`config.mk`:
```
export PLATFORM = sky130hd
export DESIGN_NAME = base62_number_codec_flat
export DESIGN_NICKNAME = d
export VERILOG_FILES = /design/src/b62_pkg.sv /design/src/b62_if.sv /design/src/b62_front.sv /design/src/b62_queue.sv /design/src/b62_back.sv /design/src/base62_number_codec.sv /design/src/flat_wrapper.sv
export SDC_FILE = /design/constraint.sdc
export NUM_CORES = 1
export LEC_CHECK = 0
export BUFFER_PORTS_ARGS = -buffer_cell sky130_fd_sc_hd__buf_2
export CORE_AREA = 2 2 256 258
export CTS_CLUSTER_DIAMETER = 80
export DETAILED_ROUTE_END_ITERATION = 16
export DIE_AREA = 0 0 258 260
export PLACE_DENSITY = 0.59
export SKIP_LAST_GASP = 1
export SLEW_MARGIN = 30
export SYNTH_ARGS = -nofsm -noshare
export SYNTH_HDL_FRONTEND = slang
export SYNTH_HIERARCHICAL = 1
export SYNTH_SLANG_ARGS = --single-unit
```
`constraint.sdc`:
```
create_clock -name clk -period 15.75 [get_ports clk]
set_input_delay 3.15 -clock clk [delete_from_list [all_inputs] [get_ports clk]]
set_output_delay 3.15 -clock clk [all_outputs]
set_load 0.01 [all_outputs]
```
`src/b62_pkg.sv`:
```
// ----------------------------------------------------------------------------
// Base-62 codec package
// Widths, character codes, shared types and the alphabet mapping functions.
// ----------------------------------------------------------------------------
`timescale 1ns / 1ps
`default_nettype none

package b62_pkg;

    localparam int DEFAULT_MAX_DIGITS  = 11;
    localparam int DEFAULT_QUEUE_DEPTH = 2;

    localparam int NUM_W      = 64;
    localparam int CHAR_W     = 8;
    localparam int DIGIT_W    = 6;
    localparam int RADIX      = 62;
    localparam int CHUNK_W    = 16;
    localparam int NUM_CHUNKS = NUM_W / CHUNK_W;

    // The radix is 2^6 - 2^1, so acc * 62 is two shifts and a subtract.
    localparam int RADIX_HI_SH = 6;
    localparam int RADIX_LO_SH = 1;

    localparam logic [CHAR_W-1:0] CH_ZERO    = 8'h30;
    localparam logic [CHAR_W-1:0] CH_NINE    = 8'h39;
    localparam logic [CHAR_W-1:0] CH_LOWER_A = 8'h61;
    localparam logic [CHAR_W-1:0] CH_LOWER_Z = 8'h7A;
    localparam logic [CHAR_W-1:0] CH_UPPER_A = 8'h41;
    localparam logic [CHAR_W-1:0] CH_UPPER_Z = 8'h5A;

    localparam logic [DIGIT_W-1:0] LOWER_BASE = 6'd10;
    localparam logic [DIGIT_W-1:0] UPPER_BASE = 6'd36;

    typedef struct packed {
        logic               bad;
        logic [DIGIT_W-1:0] digit;
    } char_class_t;

    typedef struct packed {
        logic               is_decode;
        logic [NUM_W-1:0]   number;
        logic [DIGIT_W-1:0] digit;
        logic               bad;
        logic               last;
    } cmd_t;

    typedef struct packed {
        logic full;
        logic empty;
    } q_status_t;

    typedef struct packed {
        logic [CHAR_W-1:0] digit_char;
        logic              digit_is_last;
        logic [NUM_W-1:0]  number_out;
        logic              bad_char;
        logic              is_decode_result;
    } res_t;

    typedef enum logic [1:0] {
        BK_IDLE,
        BK_DIV,
        BK_EMIT
    } back_state_t;

    function automatic char_class_t char_class(input logic [CHAR_W-1:0] c);
        char_class_t r;
        r.bad   = 1'b0;
        r.digit = '0;
        if (c >= CH_ZERO && c <= CH_NINE) begin
            r.digit = DIGIT_W'(c - CH_ZERO);
        end else if (c >= CH_LOWER_A && c <= CH_LOWER_Z) begin
            r.digit = DIGIT_W'(c - CH_LOWER_A) + LOWER_BASE;
        end else if (c >= CH_UPPER_A && c <= CH_UPPER_Z) begin
            r.digit = DIGIT_W'(c - CH_UPPER_A) + UPPER_BASE;
        end else begin
            r.bad = 1'b1;
        end
        return r;
    endfunction

    function automatic logic [CHAR_W-1:0] digit_char(input logic [DIGIT_W-1:0] d);
        logic [CHAR_W-1:0] c;
        if (d < LOWER_BASE) begin
            c = CH_ZERO + CHAR_W'(d);
        end else if (d < UPPER_BASE) begin
            c = CH_LOWER_A + CHAR_W'(d - LOWER_BASE);
        end else begin
            c = CH_UPPER_A + CHAR_W'(d - UPPER_BASE);
        end
        return c;
    endfunction

endpackage

`default_nettype wire

```
`src/b62_if.sv`:
```
// ----------------------------------------------------------------------------
// Base-62 codec channel interfaces
// Valid/ready channels for requests into the codec and results out of it.
// ----------------------------------------------------------------------------
`timescale 1ns / 1ps
`default_nettype none

interface b62_in_if
    import b62_pkg::*;
();
    logic              valid;
    logic              ready;
    logic              mode;
    logic [NUM_W-1:0]  number_in;
    logic [CHAR_W-1:0] char_in;
    logic              char_is_last;

    modport source (output valid, mode, number_in, char_in, char_is_last, input ready);
    modport sink   (input valid, mode, number_in, char_in, char_is_last, output ready);
endinterface

interface b62_out_if
    import b62_pkg::*;
();
    logic              valid;
    logic              ready;
    logic [CHAR_W-1:0] digit_char;
    logic              digit_is_last;
    logic [NUM_W-1:0]  number_out;
    logic              bad_char;
    logic              is_decode_result;

    modport source (output valid, digit_char, digit_is_last, number_out, bad_char,
                    is_decode_result, input ready);
    modport sink   (input valid, digit_char, digit_is_last, number_out, bad_char,
                    is_decode_result, output ready);
endinterface

`default_nettype wire

```
`src/b62_front.sv`:
```
// ----------------------------------------------------------------------------
// Base-62 codec front end
// Takes requests, maps decode characters to digit values and flags
// characters outside the alphabet, and pushes the command into the queue.
// ----------------------------------------------------------------------------
`timescale 1ns / 1ps
`default_nettype none

module b62_front
    import b62_pkg::*;
(
    b62_in_if.sink    requests,
    input  q_status_t q_status,
    output logic      push,
    output cmd_t      push_cmd
);

    char_class_t cls;

    always_comb
    begin
        cls = char_class(requests.char_in);
    end

    assign requests.ready = !q_status.full;
    assign push           = requests.valid && !q_status.full;

    always_comb
    begin
        push_cmd.is_decode = requests.mode;
        push_cmd.number    = requests.number_in;
        push_cmd.digit     = cls.digit;
        push_cmd.bad       = cls.bad;
        push_cmd.last      = requests.char_is_last;
    end

endmodule

`default_nettype wire

```
`src/b62_queue.sv`:
```
// ----------------------------------------------------------------------------
// Base-62 codec command queue
// Small first-in first-out buffer between the front end and the back end.
// ----------------------------------------------------------------------------
`timescale 1ns / 1ps
`default_nettype none

module b62_queue
    import b62_pkg::*;
#(
    parameter int DEPTH = DEFAULT_QUEUE_DEPTH
)(
    input  logic      clk,
    input  logic      rst_n,
    input  logic      push,
    input  cmd_t      push_cmd,
    input  logic      pop,
    output cmd_t      pop_cmd,
    output q_status_t q_status
);

    localparam int PTR_W = (DEPTH > 1) ? $clog2(DEPTH) : 1;
    localparam int CNT_W = $clog2(DEPTH + 1);

    cmd_t             entry_reg [DEPTH];
    logic [PTR_W-1:0] wr_ptr_reg;
    logic [PTR_W-1:0] wr_ptr_next;
    logic [PTR_W-1:0] rd_ptr_reg;
    logic [PTR_W-1:0] rd_ptr_next;
    logic [CNT_W-1:0] count_reg;
    logic [CNT_W-1:0] count_next;

    always_comb
    begin
        wr_ptr_next = wr_ptr_reg;
        rd_ptr_next = rd_ptr_reg;
        count_next  = count_reg;
        if (push) begin
            wr_ptr_next = (wr_ptr_reg == PTR_W'(DEPTH - 1)) ? '0 : wr_ptr_reg + 1'b1;
        end
        if (pop) begin
            rd_ptr_next = (rd_ptr_reg == PTR_W'(DEPTH - 1)) ? '0 : rd_ptr_reg + 1'b1;
        end
        if (push && !pop) begin
            count_next = count_reg + 1'b1;
        end else if (pop && !push) begin
            count_next = count_reg - 1'b1;
        end
    end

    always_ff @(posedge clk or negedge rst_n)
    begin
        if (!rst_n) begin
            wr_ptr_reg <= '0;
            rd_ptr_reg <= '0;
            count_reg  <= '0;
        end else begin
            wr_ptr_reg <= wr_ptr_next;
            rd_ptr_reg <= rd_ptr_next;
            count_reg  <= count_next;
        end
    end

    always_ff @(posedge clk)
    begin
        if (push) begin
            entry_reg[wr_ptr_reg] <= push_cmd;
        end
    end

    assign pop_cmd        = entry_reg[rd_ptr_reg];
    assign q_status.full  = (count_reg == CNT_W'(DEPTH));
    assign q_status.empty = (count_reg == '0);

endmodule

`default_nettype wire

```
`src/b62_back.sv`:
```
// ----------------------------------------------------------------------------
// Base-62 codec back end
// Runs encode commands through a chunked divide-by-62 unit, stacking the
// remainders and emitting them most significant first, and folds decode
// commands into the accumulator. Results leave through an output register.
// ----------------------------------------------------------------------------
`timescale 1ns / 1ps
`default_nettype none

module b62_back
    import b62_pkg::*;
#(
    parameter int MAX_DIGITS = DEFAULT_MAX_DIGITS
)(
    input  logic      clk,
    input  logic      rst_n,
    input  q_status_t q_status,
    input  cmd_t      cmd,
    output logic      pop,
    b62_out_if.source results
);

    localparam int CNT_W      = $clog2(MAX_DIGITS + 1);
    localparam int CHUNK_IX_W = (NUM_CHUNKS > 1) ? $clog2(NUM_CHUNKS) : 1;
    localparam int HALF_RADIX = RADIX / 2;
    localparam int HALF_W     = CHUNK_W + DIGIT_W - 1;
    localparam int SHIFT      = HALF_W + $clog2(HALF_RADIX);
    localparam int RECIP_W    = SHIFT - $clog2(HALF_RADIX) + 1;
    localparam int PROD_W     = HALF_W + RECIP_W;
    localparam logic [RECIP_W-1:0] RECIP = RECIP_W'((64'd1 << SHIFT) / HALF_RADIX);

    back_state_t state_reg;
    back_state_t state_next;

    logic [NUM_W-1:0]      val_reg;
    logic [NUM_W-1:0]      val_next;
    logic [DIGIT_W-1:0]    rem_reg;
    logic [DIGIT_W-1:0]    rem_next;
    logic [CHUNK_IX_W-1:0] chunk_reg;
    logic [CHUNK_IX_W-1:0] chunk_next;
    logic [CNT_W-1:0]      ndig_reg;
    logic [CNT_W-1:0]      ndig_next;
    logic [DIGIT_W-1:0]    dig_reg  [MAX_DIGITS];
    logic [DIGIT_W-1:0]    dig_next [MAX_DIGITS];
    logic [NUM_W-1:0]      acc_reg;
    logic [NUM_W-1:0]      acc_next;
    logic                  bad_reg;
    logic                  bad_next;
    logic                  out_valid_reg;
    logic                  out_valid_next;
    res_t                  out_reg;
    res_t                  out_next;

    logic [CHUNK_W-1:0]         chunk_val;
    logic [HALF_W-1:0]          half_n;
    logic                       low_bit;
    logic [PROD_W-1:0]          prod;
    logic [CHUNK_W-1:0]         q_est;
    logic [HALF_W-1:0]          r_full;
    logic [DIGIT_W-1:0]         r_est;
    logic                       fix;
    logic [CHUNK_W-1:0]         quot;
    logic [DIGIT_W-1:0]         r_half;
    logic [DIGIT_W-1:0]         rem62;
    logic                       quot_nonzero;
    logic [CNT_W-1:0]           ndig_inc;
    logic                       more;
    logic                       out_free;
    logic [NUM_W-1:0]           d_ext;
    logic [NUM_W-1:0]           acc_sum;

    // One 16-bit step of the long division by 62: the running value is
    // split into its low bit and a half that is divided by 31 through a
    // reciprocal multiply with a single correction.
    always_comb
    begin
        chunk_val    = val_reg[int'(chunk_reg) * CHUNK_W +: CHUNK_W];
        {half_n, low_bit} = {rem_reg, chunk_val};
        prod         = PROD_W'(half_n) * PROD_W'(RECIP);
        q_est        = prod[SHIFT +: CHUNK_W];
        r_full       = half_n - HALF_W'(q_est) * HALF_W'(HALF_RADIX);
        r_est        = r_full[DIGIT_W-1:0];
        fix          = (r_est >= DIGIT_W'(HALF_RADIX));
        quot         = q_est + CHUNK_W'(fix);
        r_half       = fix ? r_est - DIGIT_W'(HALF_RADIX) : r_est;
        rem62        = {r_half[DIGIT_W-2:0], low_bit};
        quot_nonzero = (val_reg[NUM_W-1:CHUNK_W] != '0) || (quot != '0);
        ndig_inc     = ndig_reg + 1'b1;
        more         = quot_nonzero && (ndig_inc < CNT_W'(MAX_DIGITS));
    end

    always_comb
    begin
        out_free = !out_valid_reg || results.ready;
        d_ext    = cmd.bad ? '1 : NUM_W'(cmd.digit);
        acc_sum  = (acc_reg << RADIX_HI_SH) - (acc_reg << RADIX_LO_SH) + d_ext;
        pop      = (state_reg == BK_IDLE) && !q_status.empty
                   && (!(cmd.is_decode && cmd.last) || out_free);
    end

    always_comb
    begin
        state_next = state_reg;
        case (state_reg)
            BK_IDLE:
            begin
                if (pop && !cmd.is_decode) begin
                    state_next = BK_DIV;
                end
            end
            BK_DIV:
            begin
                if (chunk_reg == '0 && !more) begin
                    state_next = BK_EMIT;
                end
            end
            BK_EMIT:
            begin
                if (out_free && ndig_reg == CNT_W'(1)) begin
                    state_next = BK_IDLE;
                end
            end
            default:
            begin
                state_next = BK_IDLE;
            end
        endcase
    end

    always_comb
    begin
        val_next       = val_reg;
        rem_next       = rem_reg;
        chunk_next     = chunk_reg;
        ndig_next      = ndig_reg;
        dig_next       = dig_reg;
        acc_next       = acc_reg;
        bad_next       = bad_reg;
        out_valid_next = out_valid_reg && !results.ready;
        out_next       = out_reg;
        case (state_reg)
            BK_IDLE:
            begin
                if (pop) begin
                    if (cmd.is_decode) begin
                        if (cmd.last) begin
                            out_valid_next            = 1'b1;
                            out_next.digit_char       = '0;
                            out_next.digit_is_last    = 1'b0;
                            out_next.number_out       = acc_sum;
                            out_next.bad_char         = bad_reg || cmd.bad;
                            out_next.is_decode_result = 1'b1;
                            acc_next                  = '0;
                            bad_next                  = 1'b0;
                        end else begin
                            acc_next = acc_sum;
                            bad_next = bad_reg || cmd.bad;
                        end
                    end else begin
                        val_next   = cmd.number;
                        rem_next   = '0;
                        chunk_next = CHUNK_IX_W'(NUM_CHUNKS - 1);
                        ndig_next  = '0;
                    end
                end
            end
            BK_DIV:
            begin
                val_next[int'(chunk_reg) * CHUNK_W +: CHUNK_W] = quot;
                if (chunk_reg != '0) begin
                    rem_next   = rem62;
                    chunk_next = chunk_reg - 1'b1;
                end else begin
                    dig_next[0] = rem62;
                    for (int k = 1; k < MAX_DIGITS; k++) begin
                        dig_next[k] = dig_reg[k-1];
                    end
                    ndig_next  = ndig_inc;
                    rem_next   = '0;
                    chunk_next = CHUNK_IX_W'(NUM_CHUNKS - 1);
                end
            end
            BK_EMIT:
            begin
                if (out_free) begin
                    out_valid_next            = 1'b1;
                    out_next.digit_char       = digit_char(dig_reg[0]);
                    out_next.digit_is_last    = (ndig_reg == CNT_W'(1));
                    out_next.number_out       = '0;
                    out_next.bad_char         = 1'b0;
                    out_next.is_decode_result = 1'b0;
                    for (int k = 0; k < MAX_DIGITS - 1; k++) begin
                        dig_next[k] = dig_reg[k+1];
                    end
                    ndig_next = ndig_reg - 1'b1;
                end
            end
            default:
            begin
                out_valid_next = out_valid_reg;
            end
        endcase
    end

    always_ff @(posedge clk or negedge rst_n)
    begin
        if (!rst_n) begin
            state_reg     <= BK_IDLE;
            chunk_reg     <= '0;
            ndig_reg      <= '0;
            acc_reg       <= '0;
            bad_reg       <= 1'b0;
            out_valid_reg <= 1'b0;
        end else begin
            state_reg     <= state_next;
            chunk_reg     <= chunk_next;
            ndig_reg      <= ndig_next;
            acc_reg       <= acc_next;
            bad_reg       <= bad_next;
            out_valid_reg <= out_valid_next;
        end
    end

    always_ff @(posedge clk)
    begin
        val_reg <= val_next;
        rem_reg <= rem_next;
        dig_reg <= dig_next;
        out_reg <= out_next;
    end

    assign results.valid            = out_valid_reg;
    assign results.digit_char       = out_reg.digit_char;
    assign results.digit_is_last    = out_reg.digit_is_last;
    assign results.number_out       = out_reg.number_out;
    assign results.bad_char         = out_reg.bad_char;
    assign results.is_decode_result = out_reg.is_decode_result;

endmodule

`default_nettype wire

```
`src/base62_number_codec.sv`:
```
// ----------------------------------------------------------------------------
// Base-62 number codec
// Converts unsigned 64-bit numbers to and from text over 0-9, a-z, A-Z.
// ----------------------------------------------------------------------------
// An encode request yields one digit result per base-62 digit, most
// significant first, the last one marked, and at most eleven digits for a
// 64-bit number. The back end first finds every digit by repeated 16-bit
// divide-by-62 steps, which share one reciprocal multiplier, and then sends
// the digits out one by one. A decode request carries one character; only
// the character marked last produces a result, holding the accumulated
// value and the bad-character flag, after which the string state clears.
// Encode requests leave an unfinished decode string untouched. A queue, two
// entries deep by default, lets new requests enter while the back end works
// or a result waits to be taken.
`timescale 1ns / 1ps
`default_nettype none

module base62_number_codec
    import b62_pkg::*;
#(
    parameter int MAX_DIGITS  = DEFAULT_MAX_DIGITS,
    parameter int QUEUE_DEPTH = DEFAULT_QUEUE_DEPTH
)(
    input  logic      clk,
    input  logic      rst_n,
    b62_in_if.sink    requests,
    b62_out_if.source results
);

    q_status_t q_status;
    logic      push;
    cmd_t      push_cmd;
    logic      pop;
    cmd_t      pop_cmd;

    b62_front u_front (
        .requests (requests),
        .q_status (q_status),
        .push     (push),
        .push_cmd (push_cmd)
    );

    b62_queue #(
        .DEPTH (QUEUE_DEPTH)
    ) u_queue (
        .clk      (clk),
        .rst_n    (rst_n),
        .push     (push),
        .push_cmd (push_cmd),
        .pop      (pop),
        .pop_cmd  (pop_cmd),
        .q_status (q_status)
    );

    b62_back #(
        .MAX_DIGITS (MAX_DIGITS)
    ) u_back (
        .clk      (clk),
        .rst_n    (rst_n),
        .q_status (q_status),
        .cmd      (pop_cmd),
        .pop      (pop),
        .results  (results)
    );

endmodule

`default_nettype wire

```
`src/flat_wrapper.sv`:
```
// flat-port wrapper written by rule: the top's interface ports become plain ports
module base62_number_codec_flat import b62_pkg::*;
#(
    parameter int MAX_DIGITS  = DEFAULT_MAX_DIGITS,
    parameter int QUEUE_DEPTH = DEFAULT_QUEUE_DEPTH
)
  (clk, rst_n, requests_valid, requests_mode, requests_number_in, requests_char_in, requests_char_is_last, requests_ready, results_valid, results_digit_char, results_digit_is_last, results_number_out, results_bad_char, results_is_decode_result, results_ready);
  b62_in_if requests_i ();
  b62_out_if results_i ();
  input  logic clk;
  input  logic rst_n;
  input wire logic [$bits(requests_i.valid)-1:0] requests_valid;
  input wire logic [$bits(requests_i.mode)-1:0] requests_mode;
  input wire logic [$bits(requests_i.number_in)-1:0] requests_number_in;
  input wire logic [$bits(requests_i.char_in)-1:0] requests_char_in;
  input wire logic [$bits(requests_i.char_is_last)-1:0] requests_char_is_last;
  output wire logic [$bits(requests_i.ready)-1:0] requests_ready;
  output wire logic [$bits(results_i.valid)-1:0] results_valid;
  output wire logic [$bits(results_i.digit_char)-1:0] results_digit_char;
  output wire logic [$bits(results_i.digit_is_last)-1:0] results_digit_is_last;
  output wire logic [$bits(results_i.number_out)-1:0] results_number_out;
  output wire logic [$bits(results_i.bad_char)-1:0] results_bad_char;
  output wire logic [$bits(results_i.is_decode_result)-1:0] results_is_decode_result;
  input wire logic [$bits(results_i.ready)-1:0] results_ready;
  assign requests_i.valid = requests_valid;
  assign requests_i.mode = requests_mode;
  assign requests_i.number_in = requests_number_in;
  assign requests_i.char_in = requests_char_in;
  assign requests_i.char_is_last = requests_char_is_last;
  assign requests_ready = requests_i.ready;
  assign results_valid = results_i.valid;
  assign results_digit_char = results_i.digit_char;
  assign results_digit_is_last = results_i.digit_is_last;
  assign results_number_out = results_i.number_out;
  assign results_bad_char = results_i.bad_char;
  assign results_is_decode_result = results_i.is_decode_result;
  assign results_i.ready = results_ready;
  base62_number_codec #(.MAX_DIGITS(MAX_DIGITS), .QUEUE_DEPTH(QUEUE_DEPTH)) u_core (.clk(clk), .rst_n(rst_n), .requests(requests_i), .results(results_i));
endmodule
```
==> metrics.txt <==
cell taking the most area after synthesis=edfxtp_1; Worst Skew=27.2 ps; final worst path period need=11,500 ps; total CTS buffers=50; drt pass-1 iters=6; antenna viol nets, final=0; wire length of the first global-routing pass=approximately 110,000 um; Mapped Area=28,700 um2; Worst Path Max Fanout=22; CTS H-tree depth=2; CP peak stage delay=750 ps; DIE AREA=67,100 um2; FP Rows=between 90 and 100; Crit Path Category=register to register; # resized after CTS=0; CP endpoint kind=register; chip width=258 um; Net count, final=a little over 3,000; Final HPWL DP=52,500 um; IO buf count=approximately 150; clock-pin slew on the worst setup and hold paths=60 ps; syn_area_per_cell=roughly 11 um2; postcts setup bufs=0; max_cap viols=0; Synth top area share=37.4%; most used routing layer=met2; Slew headroom=~33%; cell count after synthesis=2,521; Netlist cell types=98; hold buffers post-CTS=0; Critical-path top delay cell=dfrtp_2; final setup TNS=0 ps; Clock Root Buffer=clkbuf_16; gr usage total=about 21%; Slew @ Worst Pin=997 ps; unrepaired setup endpoints after global routing=false; routability cong.=0.885; Post-synth top cells=359 x inv_1, 357 x edfxtp_1, 257 x ha_1; max FFs per register=146; ant diodes=0; synth top area cells=edfxtp_1 37%, ha_1 11%, dfrtp_1 6.7%; count of endpoints failing setup in the final report=0; largest net degree at the start of global routing=85; Top Ports=about 160; status=finished, final reports clean; GR met3 Demand/Resource=3.07%; drc violations=0; worst path arrival time=11,940 ps; clk_lat worst skew=600 ps; GR Layer Usage met2=32.4%; Worst path most repeated cell=xnor2_1; Layout fillers=around 5,700; number of global-route vias before repair=19,300; share of cells above drive strength 1=15.0%; initial antenna violation count=2; Setup crit start kind=register; final wirelength=69,700 um; Fmax achieved=0.0870 GHz; EDFF count, synth=about 360; Fin. Hold Viols=0; P&R area growth vs syn=10.3%; DR vias/cell=5.50; Synth Register Bits=roughly 430; Tcrit/Tclk final=73.0%; CTS tree=built; total global routing overflow=0; Die Ht=260 um; Top FF cell, synth=edfxtp_1; M1 GR Usage=29.8%; sequential fraction of the synthesis area=between 40 and 50%; Mapped Nets=2,949; worst hold path type=register to register; initial core utilization=44.7%; DRT iter0 DRCs=1,421; CORE AREA=64,100 um2; Ys Warns=6; routed vias=between 15,000 and 20,000; count leader, synth=inv_1; Synth async-reset ratio=around 18%; Req. time, crit path=around 16,000 ps; Final Max Tran Viols=0; CTS sink cnt=434; WL/cell=20.0 um; clock buffer depth=3
[cells by family (layout without fill, tap and decap cells)]
family	count (synthesis)	in the layout	synth area share, %
and+or+nand+nor	429	429	7.54
DFF	434	434	44.1
adders and majority gates	350	350	17.7
muxes	96	96	5.20
AOI/OAI and AO/OA	573	573	13.7
xor gates and xnor gates	124	124	3.86
buffers and inverters	515	627	7.81
[worst max-delay path, delay by kind of cell (launching register included)]
kind	cells	cell delay (ps)
fa+ha+maj	11	4300
flops	1	750
buf+inv	3	260
mux	2	870
simple gates	4	1160
xor+xnor	10	2780
compound gates	6	1210
[cell usage in the layout (no fill, tap or decap), types with 15 or more instances in the layout]
master / n
clkbuf_16: 50
o22ai_1: 119
xor2_1: 47
edfxtp_1: 357
and3_1: 17
mux2_4: 60
inv_1: 358
a21oi_1: 108
a22o_1: 55
dfrtp_1: 75
nor2b_1: 15
nand3_1: 25
xnor2_1: 74
a21o_1: 64
nor3_1: 15
buf_4: 18
nand4_1: 27
fa_1: 93
buf_2: 153
nand2_1: 102
nor2_1: 130
ha_1: 255
and2_1: 17
o21ai_0: 81
mux4_2: 17
[stage by stage]
step	instance area [um2]	utilization, %	hold WS, ps	cells	worst slack, ps
3_5_place_dp	29900	46.6	436	3396	4360
3_3_place_gp	29800	46.5	449	3395	4140
6_report	31600	49.3	465	3488	4250
4_1_cts	31600	49.3	463	3488	4310
2_1_floorplan	28700	-	428	2521	4770
5_1_grt	31600	49.3	480	3488	3530
[final cells by class]
| cell class | instances | area [um2] | share of cell area [%] |
|---|---|---|---|
| sequential | 434 | 12700 | 40.0 |
| inverter | 360 | 1350 | 4.28 |
| clock buffer | 65 | 1340 | 4.23 |
| tap | 855 | 1070 | 3.39 |
| clock inverter | 27 | 383 | 1.21 |
| timing repair buffer | 175 | 962 | 3.04 |
| multi-input combinational | 1572 | 13800 | 43.8 |
[path summary, 6_finish.rpt]
check	start	to	slack [ps]	cells past startpoint
min in group asynchronous	rst_n	u_core/u_back/acc_reg[15]$_DFFE_PN0P_	2400	1
worst max register to register	u_core/u_back/chunk_reg[0]$_DFFE_PN0P_	u_core/u_back/state_reg[0]$_DFFE_PN0P_	4250	36
max in group asynchronous	rst_n	u_core/u_queue/rd_ptr_reg$_DFFE_PN0P_	12340	2
worst max-delay path	u_core/u_back/chunk_reg[0]$_DFFE_PN0P_	u_core/u_back/state_reg[0]$_DFFE_PN0P_	4250	36
worst min register to register	u_core/u_back/dig_reg[9]$_DFFE_PP_	u_core/u_back/dig_reg[3]$_DFFE_PP_	470	0
worst min-delay path	u_core/u_back/dig_reg[9]$_DFFE_PP_	u_core/u_back/dig_reg[3]$_DFFE_PP_	470	0
[per-layer routing]
layer  vias to the layer above  part of all wire [%]
li1                       9141                     -
met1                      9457                    47
met4                         4                   2.3
met2                       483                    45
met3                        96                   5.2
met5                         -                 0.026
Power is not shown: default switching activity piles up to over one toggle a cycle in this logic, so the estimate is an artifact.
